--- src/rtl/fps_pkg.sv ---
// Shared types and constants for the farthest point sampler.
package fps_pkg;

    localparam int unsigned DEF_MAX_POINTS   = 1024;
    localparam int unsigned DEF_MAX_FEATURES = 64;
    localparam int unsigned DEF_FEATURE_BITS = 16;

    localparam int unsigned DIST_W = 39;
    localparam int unsigned OUT_W  = 38;

    localparam logic [1:0] KIND_LOAD   = 2'd0;
    localparam logic [1:0] KIND_FORCE  = 2'd1;
    localparam logic [1:0] KIND_SELECT = 2'd2;
    localparam logic [1:0] KIND_READ   = 2'd3;

    localparam logic [1:0] ST_OK       = 2'd0;
    localparam logic [1:0] ST_DONE     = 2'd1;
    localparam logic [1:0] ST_TOO_MANY = 2'd2;
    localparam logic [1:0] ST_RANGE    = 2'd3;

    localparam logic [1:0] CFG_POINTS   = 2'd0;
    localparam logic [1:0] CFG_FEATURES = 2'd1;
    localparam logic [1:0] CFG_TARGET   = 2'd2;
    localparam logic [1:0] CFG_FIRST    = 2'd3;

endpackage

--- src/rtl/fps_dist_acc.sv ---
// Saturating squared-difference accumulator for one point pair.
module fps_dist_acc #(
    parameter int unsigned FEATURE_BITS = fps_pkg::DEF_FEATURE_BITS
) (
    input  logic                      i_clk,
    input  logic                      i_clear,
    input  logic                      i_en,
    input  logic [FEATURE_BITS-1:0]   i_a,
    input  logic [FEATURE_BITS-1:0]   i_b,
    output logic [fps_pkg::DIST_W-1:0] o_sum
);
    import fps_pkg::*;

    localparam int unsigned DW = FEATURE_BITS + 1;
    localparam int unsigned PW = 2 * DW;
    localparam logic [DIST_W-1:0] CAP = {DIST_W{1'b1}};

    logic signed [DW-1:0] w_diff;
    logic [DW-1:0]        w_abs;
    logic [PW-1:0]        r_prod;
    logic                 r_big;
    logic                 r_pv;
    logic [DIST_W-1:0]    r_sum;
    logic [DIST_W:0]      w_add;
    logic                 w_ovf;

    assign w_diff = DW'($signed(i_a)) - DW'($signed(i_b));
    assign w_abs  = w_diff[DW-1] ? DW'(-w_diff) : DW'(w_diff);

    // Square in one stage, accumulate in the next.
    always_ff @(posedge i_clk) begin
        r_pv <= i_en && !i_clear;
        if (i_en) begin
            r_prod <= PW'(w_abs) * PW'(w_abs);
            r_big  <= (DW > 20) ? (64'(w_abs) >= 64'(1 << 20)) : 1'b0;
        end
    end

    always_comb begin
        w_ovf = 1'b0;
        if (PW > DIST_W) begin
            w_ovf = (r_prod >> DIST_W) != '0;
        end
        w_add = (DIST_W+1)'(r_sum) + (DIST_W+1)'(r_prod[PW-1:0]);
    end

    always_ff @(posedge i_clk) begin
        if (i_clear) begin
            r_sum <= '0;
        end else if (r_pv) begin
            if (r_big || w_ovf || w_add[DIST_W] || w_add[DIST_W-1:0] == CAP) begin
                r_sum <= CAP;
            end else begin
                r_sum <= w_add[DIST_W-1:0];
            end
        end
    end

    assign o_sum = r_sum;
endmodule

--- config.mk ---
export PLATFORM = sky130hd
export DESIGN_NAME = fps_dist_acc
export DESIGN_NICKNAME = d
export VERILOG_FILES = /design/src/rtl/fps_pkg.sv /design/src/rtl/fps_dist_acc.sv
export SDC_FILE = /design/constraint.sdc
export NUM_CORES = 1
export LEC_CHECK = 0
export BUFFER_PORTS_ARGS = -buffer_cell sky130_fd_sc_hd__buf_2
export CAP_MARGIN = 0
export CORE_ASPECT_RATIO = 1.2
export CORE_MARGIN = 5
export CORE_UTILIZATION = 60
export DETAILED_ROUTE_END_ITERATION = 10
export PLACE_DENSITY = 0.77
export SETUP_SLACK_MARGIN = 0.5
export SYNTH_ARGS = -nofsm -noshare
export SYNTH_HDL_FRONTEND = slang
export SYNTH_SLANG_ARGS = --single-unit
--- constraint.sdc ---
create_clock -name i_clk -period 12.66 [get_ports i_clk]
set_input_delay 0.633 -clock i_clk [delete_from_list [all_inputs] [get_ports i_clk]]
set_output_delay 0.633 -clock i_clk [all_outputs]
set_load 0.01 [all_outputs]
======== Word level (Yosys, flattened, before mapping) ========
Cells that the tools add are included.
operators by class
  add/subtract/negate cells ............... 3
  equal/unequal tests ..................... 1
  $mul .................................... 1
  mux-type cells .......................... 2
  reductions and logical operators ........ 3
operator list
  kind                                            count
  39-bit by 34-bit adder with 40-bit output       1
  39-bit == test (second input constant)          1
  39-bit two-way mux                              1
  17-bit by 17-bit multiplier with 34-bit output  1
  17-bit two-way mux                              1
  17-bit negation                                 1
  16-bit by 16-bit subtractor with 17-bit output  1
  1-bit logical AND                               1
  1-bit zero test                                 1
  1-bit logical OR                                1
word-level totals
  flip-flop bits (word level) ............. 74

======== Depth between registers and ports, before layout ========
  depth after elaboration ................. 4
  depth in mapped cells ................... 35

======== Worst setup path after synthesis ========
Ideal clock, no wire load.
  kind .................................... input -> register
  start ................................... input i_a[0]
  end ..................................... register r_prod[33] (data pin)
  stages .................................. 33
  arrival time ............................ 8.542 ns
  setup slack ............................. 3.856 ns
  required time ........................... 12.399 ns
  cell sequence ........................... inv_1 -> ha_1 -> fa_1 -> nor2b_1 -> o21ai_2 -> a211oi_2 -> o21ai_0 -> a221oi_2 -> nand3_2 -> o21ai_0 -> xnor2_1 -> inv_1 -> buf_2 -> nand2_1 -> fa_1 -> inv_1 -> fa_1 -> fa_1 -> fa_1 -> fa_1 -> inv_1 -> fa_1 -> inv_1 -> ha_1 -> a21o_1 -> a21o_1 -> a21o_1 -> a21oi_1 -> o21ai_0 -> a31oi_1 -> o311ai_0 -> a41oi_1 -> xnor2_1
between the ends
  longest elaborated chain between the ends .. 4
ends and longest elaborated chain
  item                                              RTL line            RTL
  from (decl)                                       fps_dist_acc.sv:8   input logic [FEATURE_BITS-1:0] i_a,
  16-bit by 16-bit subtractor with 17-bit output *  fps_dist_acc.sv:27  assign w_diff = DW'($signed(i_a)) - DW'($signed(i_b));
  17-bit negation                                   fps_dist_acc.sv:28  assign w_abs = w_diff[DW-1] ? DW'(-w_diff) : DW'(w_diff);
  17-bit two-way mux *                              fps_dist_acc.sv:28
  17-bit by 17-bit multiplier with 34-bit output *  fps_dist_acc.sv:34  r_prod <= PW'(w_abs) * PW'(w_abs);
  to (signal assigned)                              fps_dist_acc.sv:34
  to (decl)                                         fps_dist_acc.sv:20  logic [PW-1:0] r_prod;
Every way passes the cells marked *; elsewhere a longest branch is shown, timed or not.
A chain may end at the register's enable or synchronous reset.

======== Worst setup path after layout ========
Ends and elaborated chain as after synthesis.

==> summary.md <==
| Metric | Value |
|---|---|
| Vias/cell | 5.73 |
| Synth cell types | 78 |
| Cell Area, Synth | 13600 um^2 |
| CP top delay family | adder cells |
| Synth Area in XOR/XNOR | 5.57% |
| Combinational family with the most area after synthesis | adder cells |
| Worst skew pair latency | 0.33 ns |
| RSZ-0062 raised after global routing | false |
| CTS tree | done |
| Height of the die | 175 um |
| Max incr delay on CP | 0.89 ns |
| CTS Hold Bufs | 0 |
| Reg2Reg Capture Point | o_sum[36] |
| Mux share of post-synthesis cell area | 0.377% |
| DR iter-0 viols | 609 |
| Final ANT Viol Nets | 0 |
| Wire per inst | 16.0 um |
| R2R Setup Slk | 8.49 ns |
| Clk buf depth | 2 |
| RD Place Congestion | 0.950 |
| Worst path depth | 32 |
| Post-CTS Resized | 0 |
| TritonCTS buffer count | 9 |
| DRT Wirelength | 30.0 mm |
| First-pass GRT wire length | 51.3 mm |
| Crit. Startpoint | i_a[0] |
| Clk sinks | 73 |
| Worst EP required | 12.74 ns |
| Synth Area in Compound Gates | 15.9% |
| Simple-gate share of the synthesized area | 12.6% |
| Clk root buf | clkbuf_16 |
| Max_cap viols | 0 |
| CP bufs+invs | 6 |
| Slew headroom | 20.8% |
| Mapped Cells | 1545 |
| Largest net degree at the start of global routing | 71 |
| Width of the die | 147 um |
| Core ar. | 22400 um^2 |
| Crit Path Max Fanout | 13 |
| Via Count | 10800 |
| Fraction of registers with async set/reset | 0% |
| Achievable clock frequency | 96.2 MHz |
| Ys flop type | dfxtp_1 |
| Fin crit period | 10.40 ns |
| # fillers | 1875 |
| Port Buffers | 73 |
| Reg-to-reg startpoint | r_prod[2] |
| Hold Crit Class | flop to flop |
| Postcts setup bufs | 0 |
| Worst slew pin tran | 1.19 ns |
| # diodes | 0 |
| Worst slack at placement | 2.01 ns |
| H-tree Lvls | 3 |
| Initial Utilization | 60.8% |
| Outcome | complete, no violations |
| Clock skew | 0.00464 ns |
| DRC | 0 |
| Post-Synth Adder-Cell Area | 42.5% |
| I/O pin count | 74 |
| Placed insts | 1864 |
| Die area | 25800 um^2 |
| Hold Crit Start | o_sum[15] |
| Layout cells sized above 1 | 7.50% |
| Hold slack | 0.502 ns |
| Max-slew violation count | 0 |
| Antenna violations before repair | 0 |
| Final Hold Vio Count | 0 |
| Setup_tns | 0 ns |
| FF-to-FF path depth | 10 |
| Final-report setup violation count | 0 |
| Vias in the first global route | 11100 |
| Syn avg cell area | 8.81 um^2 |
| Yosys reg bits | 73 |
| Worst setup EP type | flop |
| Final setup margin | 2.26 ns |
| Worst-path clk slew | 0.05 ns |
| WS Path Type | input pin to flop |
| 1st-pass router iterations | 5 |
| GRT Residual Overflow | 0 |
| YS warnings | 0 |
| Total GRT Usage | 23.8% |
| Nets@finish | 1978 |
| CP Launch Type | input pin |
| Number of synthesized flops with an enable pin | 33 |
| WP data arrival | 10.48 ns |
| Row count | 60 |
| Sequential fraction of the synthesis area | 13.2% |
| P&R area growth vs syn | 6.87% |
| CP max-delay cell | a31oi_1 |
| Crit share post-route | 82.2% |
| Worst hold endpoint | o_sum[15] |
| DP Wirelength | 25.3 mm |
| Most frequent cell on the critical path | fa_1 |
| Hold depth | 2 |
| Post-Layout Cell Count | 1880 |
area by class of cell:
type | instances | area [um^2] | area share [%]
clock buffers | 10 | 229 | 1.57
multi-input cells | 1129 | 10500 | 72.4
flip-flops and latches | 73 | 1790 | 12.3
clock inverters | 6 | 106 | 0.731
well taps | 279 | 349 | 2.40
inverters | 307 | 1150 | 7.93
repair buffers | 76 | 388 | 2.67
synth_stat cells (27+ instances only):
cell type / count / share of area, %
a21oi_1: 65 / 2.4
fa_1: 192 / 28
a311oi_1: 30 / 1.9
edfxtp_1: 33 / 7.3
clkbuf_1: 36 / 0.99
dfxtp_1: 40 / 5.9
ha_1: 155 / 14
a21o_1: 33 / 1.8
nand2_1: 110 / 3.0
nor2_1: 150 / 4.1
xor2_1: 27 / 1.7
xnor2_1: 54 / 3.5
o21ai_0: 43 / 1.6
inv_1: 301 / 8.3
worst max path at each step:
| stage | to | slack [ns] |
|---|---|---|
| 4_1_cts | r_prod[33] | 2.33 |
| 2_1_floorplan | r_prod[33] | 3.86 |
| 3_5_place_dp | r_prod[33] | 2.01 |
| 3_3_place_gp | r_prod[32] | 2.37 |
| 6_report | r_prod[33] | 2.26 |
| 5_1_grt | r_prod[33] | 1.52 |
registers in the layout, indices dropped and copies added (netlist names):
register	cells
o_sum	39
r_prod	33
r_pv	1
cells in the final DEF, fill, tap and decap left out, types with 10 or more instances in the layout:
cell type and n:
inv_1 301, xor2_1 27, nand2_1 110, a21o_1 33, conb_1 12, a211oi_1 18, nor3_1 13, a21oi_1 65
fa_1 192, nor2b_1 14, dfxtp_1 39, buf_2 73, nor2_1 150, nand3_1 18, o21ai_0 43, and3_1 11
ha_1 155, edfxtp_1 33, a31oi_1 15, o21a_1 16, a311oi_1 30, o211ai_1 10, xnor2_1 53, nand4_1 11
tightest hold or removal path, cell delays in order, from the launching register on:
cell	delay, ns
dfxtp_1	0.32
nor2_1	0.08
a311oi_1	0.05
through the flow:
step                      utilization, %  cell area [um^2]
after floorplan                        -             13600
after global placement              63.5             14200
after detailed placement            63.5             14200
after CTS                           65.0             14500
after global routing                65.0             14500
final                               65.0             14500
routing by layer:
metal,global-route usage (%),up-vias,wire (um)
met5,0,-,0
met4,8.43,0,1030
met3,2.46,82,1370
met2,42.7,340,15000
met1,29.7,5164,12600
li1,-,5180,-
logic make-up after synthesis:
logic type,Yosys count
other cells,2
buf+inv,353
mux,5
simple gates,378
flops,73
fa+ha+maj,347
compound gates,303
xor+xnor,84
Power is not shown: default switching activity piles up to over one toggle a cycle in this logic, so the estimate is an artifact.
